**config.mk**
```make
export PLATFORM = sky130hd
export DESIGN_NAME = nfc_target_response_uid_parser_core
export DESIGN_NICKNAME = d
export VERILOG_FILES = /design/src/rtl/nfctr_pkg.sv /design/src/rtl/nfctr_front.sv /design/src/rtl/nfctr_queue.sv /design/src/rtl/nfctr_back.sv /design/src/rtl/nfc_target_response_uid_parser_core.sv
export SDC_FILE = /design/constraint.sdc
export NUM_CORES = 1
export LEC_CHECK = 0
export BUFFER_PORTS_ARGS = -buffer_cell sky130_fd_sc_hd__buf_4
export CORE_MARGIN = 10
export CORE_UTILIZATION = 60
export DETAILED_ROUTE_END_ITERATION = 12
export PLACE_DENSITY_LB_ADDON = 0.05
export SLEW_MARGIN = 25
export SYNTH_ARGS = -nofsm -noshare
export SYNTH_HDL_FRONTEND = slang
export SYNTH_HIERARCHICAL = 1
export SYNTH_SLANG_ARGS = --single-unit
export TNS_END_PERCENT = 30
```
**constraint.sdc**
```tcl
create_clock -name clock -period 8.3 [get_ports clock]
set_input_delay 0.83 -clock clock [delete_from_list [all_inputs] [get_ports clock]]
set_output_delay 0.83 -clock clock [all_outputs]
set_load 0.005 [all_outputs]
```
**src/rtl/nfctr_pkg.sv**
```systemverilog
// Types, constants and a helper function shared by the target response parser.
package nfctr_pkg;

   localparam int POS_W = 8;
   localparam int UID_CAP = 7;
   localparam int QUEUE_DEPTH = 2;

   localparam logic [7:0] HDR_FIRST = 8'hD5;
   localparam logic [7:0] HDR_SECOND = 8'h4B;
   localparam logic [POS_W-1:0] MIN_FRAME = POS_W'(10);

   localparam logic [2:0] ST_OK = 3'd0;
   localparam logic [2:0] ST_DISABLED = 3'd1;
   localparam logic [2:0] ST_SHORT = 3'd2;
   localparam logic [2:0] ST_NO_HEADER = 3'd3;
   localparam logic [2:0] ST_NO_TAG = 3'd4;
   localparam logic [2:0] ST_BAD_LENGTH = 3'd5;
   localparam logic [2:0] ST_TRUNCATED = 3'd6;

   typedef struct packed {
      logic [7:0] resp_byte;
      logic last_byte;
   } req_type;

   typedef struct packed {
      logic [2:0] status;
      logic [7:0] tag_count;
      logic [2:0] uid_length;
      logic [UID_CAP*8-1:0] uid_bytes;
   } rsp_type;

   typedef struct packed {
      logic enabled;
      logic [POS_W-1:0] len;
      logic header_found;
      logic [POS_W-1:0] header_start;
      logic [7:0] count_byte;
      logic [7:0] raw_len;
      logic [UID_CAP*8-1:0] uid_store;
      logic [2:0] taken;
   } frame_type;

   function automatic logic uid_len_ok(input logic [7:0] n, input int max_uid);
      return (n != 8'd0) && (n <= 8'(max_uid)) && (n <= 8'(UID_CAP));
   endfunction

endpackage

```
**src/rtl/nfctr_front.sv**
```systemverilog
// Front end: accepts response bytes, tracks the header and captures the frame fields.
module nfctr_front #(
   parameter int MAX_FRAME_BYTES = 32,
   parameter int MAX_UID_BYTES = 7
) (
   input  logic clock,
   input  logic reset,
   input  logic enabled,
   input  logic req_valid,
   output logic req_stall,
   input  nfctr_pkg::req_type req_payload,
   input  logic push_ready,
   output logic push_valid,
   output nfctr_pkg::frame_type push_frame
);
   import nfctr_pkg::*;

   logic [POS_W-1:0] pos_ff, pos_in;
   logic d5_ff, d5_in;
   logic hf_ff, hf_in;
   logic [POS_W-1:0] hs_ff, hs_in;
   logic [7:0] count_ff, count_in;
   logic [7:0] raw_ff, raw_in;
   logic [UID_CAP-1:0][7:0] uid_ff, uid_in;
   logic [2:0] taken_ff, taken_in;

   logic accept;
   logic keep;
   logic in_data;
   logic [POS_W-1:0] r;
   logic [POS_W-1:0] k;
   logic [POS_W-1:0] t_pos, t_hs;
   logic t_d5, t_hf;
   logic [7:0] t_count, t_raw;
   logic [UID_CAP-1:0][7:0] t_uid;
   logic [2:0] t_taken;

   assign req_stall = !push_ready;
   assign accept = req_valid && push_ready;
   assign keep = pos_ff < POS_W'(MAX_FRAME_BYTES);
   assign in_data = hf_ff && ({1'b0, pos_ff} >= ({1'b0, hs_ff} + 9'd2));
   assign r = pos_ff - hs_ff - POS_W'(2);
   assign k = r - POS_W'(6);

   always_comb begin
      t_pos = pos_ff;
      t_d5 = d5_ff;
      t_hf = hf_ff;
      t_hs = hs_ff;
      t_count = count_ff;
      t_raw = raw_ff;
      t_uid = uid_ff;
      t_taken = taken_ff;
      if (keep) begin
         if (in_data) begin
            if (r == POS_W'(0)) begin
               t_count = req_payload.resp_byte;
            end else if (r == POS_W'(5)) begin
               t_raw = req_payload.resp_byte;
            end else if (r >= POS_W'(6) && uid_len_ok(raw_ff, MAX_UID_BYTES) &&
                         {{(8 - POS_W + 1){1'b0}}, k} < {1'b0, raw_ff} &&
                         k < POS_W'(UID_CAP)) begin
               t_uid[k[2:0]] = req_payload.resp_byte;
               t_taken = k[2:0] + 3'd1;
            end
         end
         if (!hf_ff && d5_ff && req_payload.resp_byte == HDR_SECOND) begin
            t_hf = 1'b1;
            t_hs = pos_ff - POS_W'(1);
         end
         t_d5 = (req_payload.resp_byte == HDR_FIRST);
         t_pos = pos_ff + POS_W'(1);
      end
   end

   always_comb begin
      push_frame.enabled = enabled;
      push_frame.len = t_pos;
      push_frame.header_found = t_hf;
      push_frame.header_start = t_hs;
      push_frame.count_byte = t_count;
      push_frame.raw_len = t_raw;
      push_frame.uid_store = t_uid;
      push_frame.taken = t_taken;
   end

   assign push_valid = accept && req_payload.last_byte;

   always_comb begin
      pos_in = pos_ff;
      d5_in = d5_ff;
      hf_in = hf_ff;
      hs_in = hs_ff;
      count_in = count_ff;
      raw_in = raw_ff;
      uid_in = uid_ff;
      taken_in = taken_ff;
      if (accept) begin
         if (req_payload.last_byte) begin
            pos_in = '0;
            d5_in = 1'b0;
            hf_in = 1'b0;
            hs_in = '0;
            count_in = '0;
            raw_in = '0;
            uid_in = '0;
            taken_in = '0;
         end else begin
            pos_in = t_pos;
            d5_in = t_d5;
            hf_in = t_hf;
            hs_in = t_hs;
            count_in = t_count;
            raw_in = t_raw;
            uid_in = t_uid;
            taken_in = t_taken;
         end
      end
   end

   always_ff @(posedge clock) begin
      if (reset) begin
         pos_ff <= '0;
         d5_ff <= 1'b0;
         hf_ff <= 1'b0;
         hs_ff <= '0;
         count_ff <= '0;
         raw_ff <= '0;
         uid_ff <= '0;
         taken_ff <= '0;
      end else begin
         pos_ff <= pos_in;
         d5_ff <= d5_in;
         hf_ff <= hf_in;
         hs_ff <= hs_in;
         count_ff <= count_in;
         raw_ff <= raw_in;
         uid_ff <= uid_in;
         taken_ff <= taken_in;
      end
   end

endmodule

```
**src/rtl/nfctr_queue.sv**
```systemverilog
// Short register queue that carries finished frame summaries from front to back.
module nfctr_queue (
   input  logic clock,
   input  logic reset,
   input  logic push_valid,
   output logic push_ready,
   input  nfctr_pkg::frame_type push_frame,
   output logic pop_valid,
   input  logic pop,
   output nfctr_pkg::frame_type pop_frame
);
   import nfctr_pkg::*;

   localparam int PTR_W = (QUEUE_DEPTH > 1) ? $clog2(QUEUE_DEPTH) : 1;
   localparam int CNT_W = $clog2(QUEUE_DEPTH + 1);

   frame_type entry_ff [QUEUE_DEPTH];
   logic [PTR_W-1:0] wr_ptr_ff, wr_ptr_in;
   logic [PTR_W-1:0] rd_ptr_ff, rd_ptr_in;
   logic [CNT_W-1:0] count_ff, count_in;
   logic do_push, do_pop;

   assign push_ready = count_ff != CNT_W'(QUEUE_DEPTH);
   assign pop_valid = count_ff != '0;
   assign pop_frame = entry_ff[rd_ptr_ff];
   assign do_push = push_valid && push_ready;
   assign do_pop = pop && pop_valid;

   always_comb begin
      wr_ptr_in = wr_ptr_ff;
      rd_ptr_in = rd_ptr_ff;
      if (do_push) begin
         wr_ptr_in = (wr_ptr_ff == PTR_W'(QUEUE_DEPTH - 1)) ? '0 : wr_ptr_ff + PTR_W'(1);
      end
      if (do_pop) begin
         rd_ptr_in = (rd_ptr_ff == PTR_W'(QUEUE_DEPTH - 1)) ? '0 : rd_ptr_ff + PTR_W'(1);
      end
      count_in = count_ff + CNT_W'(do_push) - CNT_W'(do_pop);
   end

   always_ff @(posedge clock) begin
      if (reset) begin
         wr_ptr_ff <= '0;
         rd_ptr_ff <= '0;
         count_ff <= '0;
      end else begin
         wr_ptr_ff <= wr_ptr_in;
         rd_ptr_ff <= rd_ptr_in;
         count_ff <= count_in;
      end
   end

   always_ff @(posedge clock) begin
      if (do_push) begin
         entry_ff[wr_ptr_ff] <= push_frame;
      end
   end

endmodule

```
**src/rtl/nfctr_back.sv**
```systemverilog
// Back end: grades a frame summary into a status and holds the result transaction.
module nfctr_back #(
   parameter int MAX_UID_BYTES = 7
) (
   input  logic clock,
   input  logic reset,
   input  logic frame_valid,
   output logic frame_pop,
   input  nfctr_pkg::frame_type frame,
   output logic rsp_valid,
   input  logic rsp_stall,
   output nfctr_pkg::rsp_type rsp_payload
);
   import nfctr_pkg::*;

   logic rsp_valid_ff, rsp_valid_in;
   rsp_type rsp_ff, rsp_in;
   rsp_type graded;
   logic [POS_W:0] len_x;
   logic [POS_W:0] hs_x;

   assign len_x = {1'b0, frame.len};
   assign hs_x = {1'b0, frame.header_start};
   assign frame_pop = frame_valid && (!rsp_valid_ff || !rsp_stall);

   always_comb begin
      graded.status = ST_OK;
      graded.tag_count = '0;
      graded.uid_length = '0;
      graded.uid_bytes = '0;
      if (!frame.enabled) begin
         graded.status = ST_DISABLED;
      end else if (frame.len < MIN_FRAME) begin
         graded.status = ST_SHORT;
      end else if (!frame.header_found || (hs_x + (POS_W+1)'(6)) > len_x) begin
         graded.status = ST_NO_HEADER;
      end else begin
         graded.tag_count = frame.count_byte;
         if (frame.count_byte == 8'd0) begin
            graded.status = ST_NO_TAG;
         end else if ((hs_x + (POS_W+1)'(7)) >= len_x) begin
            graded.status = ST_TRUNCATED;
         end else if (!uid_len_ok(frame.raw_len, MAX_UID_BYTES)) begin
            graded.status = ST_BAD_LENGTH;
         end else if ({5'd0, frame.taken} < frame.raw_len) begin
            graded.status = ST_TRUNCATED;
         end else begin
            graded.status = ST_OK;
            graded.uid_length = frame.raw_len[2:0];
            graded.uid_bytes = frame.uid_store;
         end
      end
   end

   always_comb begin
      rsp_valid_in = rsp_valid_ff;
      rsp_in = rsp_ff;
      if (frame_pop) begin
         rsp_valid_in = 1'b1;
         rsp_in = graded;
      end else if (!rsp_stall) begin
         rsp_valid_in = 1'b0;
      end
   end

   always_ff @(posedge clock) begin
      if (reset) begin
         rsp_valid_ff <= 1'b0;
      end else begin
         rsp_valid_ff <= rsp_valid_in;
      end
   end

   always_ff @(posedge clock) begin
      rsp_ff <= rsp_in;
   end

   assign rsp_valid = rsp_valid_ff;
   assign rsp_payload = rsp_ff;

endmodule

```
**src/rtl/nfc_target_response_uid_parser_core.sv**
```systemverilog
// Top level of the target response parser: register, front end, queue and back end.
//
// The request channel takes one response byte per transaction, with a flag on
// the final byte of each frame. Bytes beyond MAX_FRAME_BYTES in a frame are
// dropped, but their final-byte flag still closes the frame. The block finds
// the response header, then takes the tag count, the UID length and the UID.
// One response transaction leaves for every frame: status, tag count, UID
// length and the UID bytes packed with the first byte in bits 7:0.
// A byte is accepted in every cycle while req_stall is low; the front end parses
// it in that cycle and, on the final byte, writes a frame summary into a
// two-entry queue. The back end grades the summary into the response register,
// and one frame per cycle can be sustained while the receiver does not stall.
// The enable register is sampled with each final byte. If the receiver stalls,
// the response register holds, the queue fills, and req_stall rises once the
// queue is full. Reset clears the frame state, the queue, the pending response
// and the enable register.
module nfc_target_response_uid_parser_core #(
   parameter int MAX_FRAME_BYTES = 32,
   parameter int MAX_UID_BYTES = 7
) (
   input  logic clock,
   input  logic reset,
   input  logic csr_wr_en,
   input  logic csr_wr_data,
   input  logic req_valid,
   output logic req_stall,
   input  nfctr_pkg::req_type req_payload,
   output logic rsp_valid,
   input  logic rsp_stall,
   output nfctr_pkg::rsp_type rsp_payload
);
   import nfctr_pkg::*;

   logic enabled_ff, enabled_in;
   logic push_valid, push_ready;
   frame_type push_frame;
   logic pop_valid, pop;
   frame_type pop_frame;

   assign enabled_in = csr_wr_en ? csr_wr_data : enabled_ff;

   always_ff @(posedge clock) begin
      if (reset) begin
         enabled_ff <= 1'b0;
      end else begin
         enabled_ff <= enabled_in;
      end
   end

   nfctr_front #(
      .MAX_FRAME_BYTES(MAX_FRAME_BYTES),
      .MAX_UID_BYTES(MAX_UID_BYTES)
   ) u_front (
      .clock(clock),
      .reset(reset),
      .enabled(enabled_ff),
      .req_valid(req_valid),
      .req_stall(req_stall),
      .req_payload(req_payload),
      .push_ready(push_ready),
      .push_valid(push_valid),
      .push_frame(push_frame)
   );

   nfctr_queue u_queue (
      .clock(clock),
      .reset(reset),
      .push_valid(push_valid),
      .push_ready(push_ready),
      .push_frame(push_frame),
      .pop_valid(pop_valid),
      .pop(pop),
      .pop_frame(pop_frame)
   );

   nfctr_back #(
      .MAX_UID_BYTES(MAX_UID_BYTES)
   ) u_back (
      .clock(clock),
      .reset(reset),
      .frame_valid(pop_valid),
      .frame_pop(pop),
      .frame(pop_frame),
      .rsp_valid(rsp_valid),
      .rsp_stall(rsp_stall),
      .rsp_payload(rsp_payload)
   );

   // A result with any status but success carries no UID.
   assert property (@(posedge clock) disable iff (reset)
      rsp_valid && rsp_payload.status != ST_OK |->
         rsp_payload.uid_length == 3'd0 && rsp_payload.uid_bytes == '0)
      else $error("UID present on a failed response");

   // A successful result always reports a nonzero UID length.
   assert property (@(posedge clock) disable iff (reset)
      rsp_valid && rsp_payload.status == ST_OK |-> rsp_payload.uid_length != 3'd0)
      else $error("Successful response with empty UID");

   // A frame summary popped from the queue shows up as a valid response next cycle.
   assert property (@(posedge clock) disable iff (reset)
      pop |=> rsp_valid)
      else $error("Popped frame did not produce a response");

   // The front end never offers a summary that the queue cannot take.
   assert property (@(posedge clock) disable iff (reset)
      push_valid |-> push_ready)
      else $error("Frame summary pushed into a full queue");

endmodule

```
# Yosys cells after proc, flatten, opt, wreduce, memory -nomap -nowiden
# Memory sizes are Yosys's and may differ from the RTL's. A register that Yosys moved wholly into a read port is not among the register bits.
# Index checks and enable logic that the tools add are counted.
# totals
word_cells,138
rom_bits,0
ram_bits,186
output_inout_bits,72
in_bits,15
regBits,169
latch_bits,0
n_memories,1
# mem_list
memory,depth,width,rd,rd_clocked_by_memory_dff,wr,line_no,rtl
u_queue.entry_ff,2,93,1,1,1,nfctr_queue.sv:17,frame_type entry_ff [QUEUE_DEPTH];
# op_classes
eq_ne,5
shift,0
n_lt_le_gt_ge,13
n_bitwise,2
addsub,13
n_mul,0
n_reduce_logical,32
mux,48
div,0
# ops
operator,n
two-way mux 56 bit,6
two-way mux 8 bit,15
bitwise mux 56 bit,1
two-way mux 3 bit,10
demux 8 bit (select 3 bit),1
adder 8 x 3 -> 9 bit (second input constant),2
less-or-equal comparator 8 x 3 -> 1 bit (second input constant),2
logical AND 1 bit,16
logical NOT 8 bit,2
nonzero test 8 bit,2
two-way mux 1 bit,13
adder 8 x 2 -> 9 bit (second input constant),1
>= comparator 8 x 9 -> 1 bit,1
>= comparator 9 x 8 -> 1 bit,1
greater-than comparator 9 x 8 -> 1 bit,1
adder 8 x 1 -> 8 bit (second input constant),1
== test 8 x 3 -> 1 bit (second input constant),1
== test 8 x 7 -> 1 bit (second input constant),1
== test 8 bit (second input constant),1
>= comparator 8 x 3 -> 1 bit (second input constant),1
< comparator 3 x 8 -> 1 bit,1
< comparator 8 x 3 -> 1 bit (second input constant),1
< comparator 8 x 4 -> 1 bit (second input constant),1
< comparator 8 x 6 -> 1 bit (second input constant),1
21 further kinds,30

# Longest topological paths before layout
# logic_depth
depth_word,14
mapped_depth,23
ltp_nobuf,19

# Hierarchy
# The synthesis kept the hierarchy.
# by_module_without_submodules
module,n_inst,area_each_um2,cells_each
nfctr_queue,1,6986.7,318
nfctr_front,1,6362.4,703
nfctr_back,1,3425.8,266
nfc_target_response_uid_parser_core,1,33.8,3

# Worst setup path after synthesis
# OpenSTA, ideal clock, no wires.
# synth_path
path_kind,input -> register
startpoint,input port rsp_stall
endpoint,register u_queue.count_ff[1]
path_stages,6
path_buffers,0
arrival_time_ns,7.484
slack_ns,0.690
required_ns,8.174
cell_sequence,a21boi_0 -> o21ai_0 -> nor2_1 -> ha_1 -> nor2_1 -> mux2_1
# synth_between
elab_chain_len,5
# synth_rtl
element,line_no,rtl
"start, declared",nfc_target_response_uid_parser_core.sv:29,"input logic rsp_stall,"
logical NOT 1 bit,nfctr_back.sv:24,assign frame_pop = frame_valid && (!rsp_valid_ff || !rsp_stall);
logical OR 1 bit,nfctr_back.sv:24,
logical AND 1 bit,nfctr_back.sv:24,
logical AND 1 bit,nfctr_queue.sv:27,assign do_pop = pop && pop_valid;
subtractor 2 x 1 -> 2 bit,nfctr_queue.sv:38,count_in = count_ff + CNT_W'(do_push) - CNT_W'(do_pop);
"end signal, assigned",nfctr_queue.sv:49,count_ff <= count_in;
"end, declared",nfctr_queue.sv:20,"logic [CNT_W-1:0] count_ff, count_in;"
# Every way passes these cells.
# A chain may end at the register's enable or synchronous reset.

==> results summary <==
The global router's overall resource usage is 20.9%. The total placed cells including tap cells is 1674. The type of the most critical hold path is reg -> reg. The count of nets left with antenna violations once routing finished came out at 0. Entering global routing, the biggest net connects 92 pins. The starting DRC count in detailed routing is 804. STA puts the critical path data arrival time at 6.38 ns. Hold is met by 0.470 ns. The number of antenna violations at the first check in global routing is 0. Timing analysis after detailed placement gives a worst setup slack of 2.23 ns. Of the available clock period, the critical path in the final layout requires 73.7%.

The die is 187 um wide. The net count after synthesis came out at 1365. The net count of the finished layout came out at 1409. In this run the post-CTS setup repair buffer count came out at 0. The final-report hold violation count is 0.

The vias after detailed routing came out at 10400. The worst-case clock skew came out at 0.0178 ns. The nature of the critical path startpoint is a flip-flop.

The final number of max-transition violations came to 0. The count of yosys warnings during synthesis is 6. The met1 capacity usage during global routing came out at 29.0%. The clock latency of the later-clocked register in the worst-skew pair came out at 0.53 ns. The area share of the largest cell type after synthesis is 45.7%. The met3 demand-to-capacity share in global routing is 3.77%.

The die covers 35100 um^2. The number of core rows is 61. The post-layout instance count excluding filler cells is 1737. Setup repair after global routing left no endpoint under its margin. The overall power consumption is 3.78 mW. Counting instances, the worst hold path has a depth of 1. The area after detailed placement is 17500 um^2.

The first-pass detailed-route iteration total is 5. The maximum number of buffers from clock root to sink came out at 3. The number of enable-type register cells in the synthesized netlist came out at 256. The post-DP HPWL is 23000 um. The routed wire length came out at 37600 um. The clock network power share came out at 40.2%. Setup slack closes at 2.18 ns. The count of hold buffers inserted by post-cts repair is 0. The library cell used as clock root buffer is sky130_fd_sc_hd__clkbuf_16. After synthesis, the cell types taking the most area are sky130_fd_sc_hd__edfxtp_1, sky130_fd_sc_hd__dfxtp_1, sky130_fd_sc_hd__mux2_2, sky130_fd_sc_hd__ha_1, sky130_fd_sc_hd__and3_1.

After clock tree synthesis, the clock-pin slew on the worst setup and hold paths is 0.06 ns. By startpoint and endpoint, the worst setup path is classified as reg -> reg. VDD sags by at most 0.000212 V. Of all nets on the critical path, the largest fanout is 16. For this design the ratio of total power to cell area is 203 nW/um^2. sky130_fd_sc_hd__edfxtp_1 takes more of the synthesized area than any other cell. The final critical-path required period came out at 6.12 ns. The worst hold path begins at u_front/uid_ff[22]$_SDFFE_PP0P_.

The repair_antennas step left the layout with diodes totalling 0. The number of inserted filler cells in the final layout came out at 2077. The number of maximum-capacitance constraint violations came out at 0. The cell count of the worst reg-to-reg path is 20. The remaining max-slew budget at the tightest pin is 37.7%. For this run, the share of the core covered by cells in the final layout is 67.3%. The worst register-to-register path begins at u_front/pos_ff[1]$_SDFFE_PP0P_. The number of distinct library cell variants in the gate-level netlist after synthesis is 71. The number of endpoints failing setup at the final stage came out at 0.

The via count of the first global-routing pass is 10400. The flop and latch count out of synthesis came out at 356. The combinational share of power is 7.2%. The H-tree was split into 2 levels. Sequential cells were found to cover 57.6% of the synthesized design area. The average instance area after synthesis came out at 13.0 um^2. The met2 routing resource usage after global routing is 33.1%. STA classifies the critical path endpoint as a flip-flop.

The most common cell after layout, fill and taps aside is sky130_fd_sc_hd__edfxtp_1. The total internal power is 2.94 mW. The overflow left after global routing is 0.

The CTS tree is built. The via count normalized by instance count came out at 5.99. The number of clock sinks seen by CTS came out at 356.

For the worst setup path, the data required time is 8.57 ns. The remaining routing DRC violations came out at 0. The first-pass GRT wire length is 58700 um.

The boundary pin count came out at 87. The run finished with clean final reports. In the final routed layout, each cell accounts on average for 21.6 um. The sequential power share came out at 52.5%.

The final instance area is 18600 um^2. The share of post-route cells with drive strength above 1 came out at 24.2%. The global routing's busiest layer is met2. The routability-driven placement congestion ratio is 0.919. The post-synthesis cell count came out at 1290. Setup slack on the worst reg-to-reg path comes out at 2.18 ns. The number of port buffers came out at 86.

The netlist area before placement is 16800 um^2. The effective utilization at floorplan came out at 60.7%. The static leakage power is 7.49 nW. In this run the vertical extent of the chip is 187 um. The post-cts resize count came out at 0. The endpoint identified for the worst register-to-register timing path is u_queue/entry_ff[0][21]$_DFFE_PP_. The path with the worst hold slack has its endpoint at u_front/uid_ff[22]$_SDFFE_PP0P_. The slew at the pin closest to its max-slew limit came out at 0.935 ns. The core region is 27700 um^2. The setup total negative slack came out at 0 ns. The number of buffers created by CTS came out at 36. Summed over all nets, the switching power comes to 0.842 mW. The layout overhead on the synthesized area is 10.9%. The switching power share of the total is 22.3%. The top cell types in the final layout, fill and taps aside, are sky130_fd_sc_hd__edfxtp_1, sky130_fd_sc_hd__mux2_2, sky130_fd_sc_hd__dfxtp_1. The leading register cell type out of synthesis is sky130_fd_sc_hd__edfxtp_1. The fraction of registers with async set/reset is 0%. Timing would allow up to 163 MHz.
==> worst max path at each step <==
stage	depth (start not counted)	to	slack, ns	start
detailed placement	20	u_queue/entry_ff[1][23]$_DFFE_PP_	2.23	u_front/pos_ff[1]$_SDFFE_PP0P_
global route	20	u_queue/entry_ff[1][23]$_DFFE_PP_	1.83	u_front/pos_ff[1]$_SDFFE_PP0P_
floorplan	6	u_queue/count_ff[1]$_SDFF_PP0_	0.69	rsp_stall
finish	20	u_queue/entry_ff[0][21]$_DFFE_PP_	2.18	u_front/pos_ff[1]$_SDFFE_PP0P_
global placement	20	u_queue/entry_ff[0][22]$_DFFE_PP_	2.36	u_front/pos_ff[1]$_SDFFE_PP0P_
CTS	20	u_queue/entry_ff[1][23]$_DFFE_PP_	2.21	u_front/pos_ff[1]$_SDFFE_PP0P_
==> power by group through the flow <==
| stage | sequential [mW] | clock, mW | combinational, mW |
|---|---|---|---|
| floorplan | 2.03 | 0 | 0.149 |
| global placement | 2.02 | 0 | 0.274 |
| detailed placement | 2.02 | 0 | 0.274 |
| CTS | 1.98 | 1.55 | 0.276 |
| global route | 1.99 | 1.61 | 0.298 |
| finish | 1.98 | 1.52 | 0.274 |
==> worst max-delay path: stages (launching register included) <==
cell	delay [ns]
sky130_fd_sc_hd__dfxtp_1	0.39
sky130_fd_sc_hd__inv_1	0.13
sky130_fd_sc_hd__ha_1	0.31
sky130_fd_sc_hd__inv_1	0.04
sky130_fd_sc_hd__ha_1	0.23
sky130_fd_sc_hd__fa_1	0.45
sky130_fd_sc_hd__a211o_1	0.33
sky130_fd_sc_hd__a21o_1	0.18
sky130_fd_sc_hd__and2_0	0.25
sky130_fd_sc_hd__or3_1	0.37
sky130_fd_sc_hd__nor2_1	0.14
sky130_fd_sc_hd__xnor2_1	0.13
sky130_fd_sc_hd__ha_1	0.27
sky130_fd_sc_hd__nand3_1	0.12
sky130_fd_sc_hd__o2111ai_1	0.13
sky130_fd_sc_hd__or4_1	0.52
sky130_fd_sc_hd__a2111o_1	0.42
sky130_fd_sc_hd__nor4_2	0.15
sky130_fd_sc_hd__buf_4	0.23
sky130_fd_sc_hd__and3_1	0.62
sky130_fd_sc_hd__mux2_2	0.42
==> synthesized netlist by cell type, types with 9 or more instances <==
cell / instances
sky130_fd_sc_hd__a21oi_1: 24
sky130_fd_sc_hd__a22o_1: 40
sky130_fd_sc_hd__a22oi_1: 9
sky130_fd_sc_hd__and2_1: 21
sky130_fd_sc_hd__and3_1: 66
sky130_fd_sc_hd__buf_2: 9
sky130_fd_sc_hd__buf_6: 12
sky130_fd_sc_hd__clkbuf_1: 55
sky130_fd_sc_hd__dfxtp_1: 100
sky130_fd_sc_hd__edfxtp_1: 256
sky130_fd_sc_hd__ha_1: 59
sky130_fd_sc_hd__inv_1: 52
sky130_fd_sc_hd__mux2_2: 159
sky130_fd_sc_hd__mux2i_1: 33
sky130_fd_sc_hd__nand2_1: 68
sky130_fd_sc_hd__nand3_1: 18
sky130_fd_sc_hd__nand3b_1: 33
sky130_fd_sc_hd__nor2_1: 44
sky130_fd_sc_hd__nor3_1: 11
sky130_fd_sc_hd__nor3b_1: 35
sky130_fd_sc_hd__o21ai_0: 21
sky130_fd_sc_hd__xnor2_1: 20
sky130_fd_sc_hd__xor2_1: 15
==> flip-flops by register name, summed over array words and instances (netlist names), 2 cells and up, named ones only <==
| name | flops |
|---|---|
| u_front/raw_ff | 8 |
| u_front/taken_ff | 3 |
| u_back/rsp_payload | 70 |
| u_front/count_ff | 8 |
| u_queue/count_ff | 2 |
| u_front/pos_ff | 8 |
| u_queue/entry_ff | 186 |
| u_front/hs_ff | 8 |
| u_front/uid_ff | 56 |
==> area by class of cell <==
type | instances | area, um^2 | share of cell area [%]
flip-flops and latches | 356 | 9690 | 52.0
multi-input cells | 792 | 6450 | 34.6
clock buffers | 47 | 982 | 5.27
repair buffers | 96 | 721 | 3.87
well taps | 378 | 473 | 2.54
inverters | 52 | 196 | 1.05
clock inverters | 16 | 118 | 0.631
==> per-layer routing <==
layer | up-vias | wire, um
li1 | 4892 | -
met1 | 5147 | 17000
met2 | 321 | 17400
met3 | 50 | 2460
met4 | 0 | 707
met5 | - | 0
==> logic make-up after synthesis <==
| group | after synthesis | synth area share (%) |
|---|---|---|
| AO/OA/AOI/OAI | 149 | 6.58 |
| XOR/XNOR | 35 | 1.82 |
| adder cells (fa/ha/maj) | 60 | 4.51 |
| buffers and inverters | 142 | 4.13 |
| flip-flops | 356 | 57.6 |
| multiplexers | 203 | 13.5 |
| AND/OR/NAND/NOR | 345 | 11.8 |
Note: power is estimated with default switching activity, not from simulation.
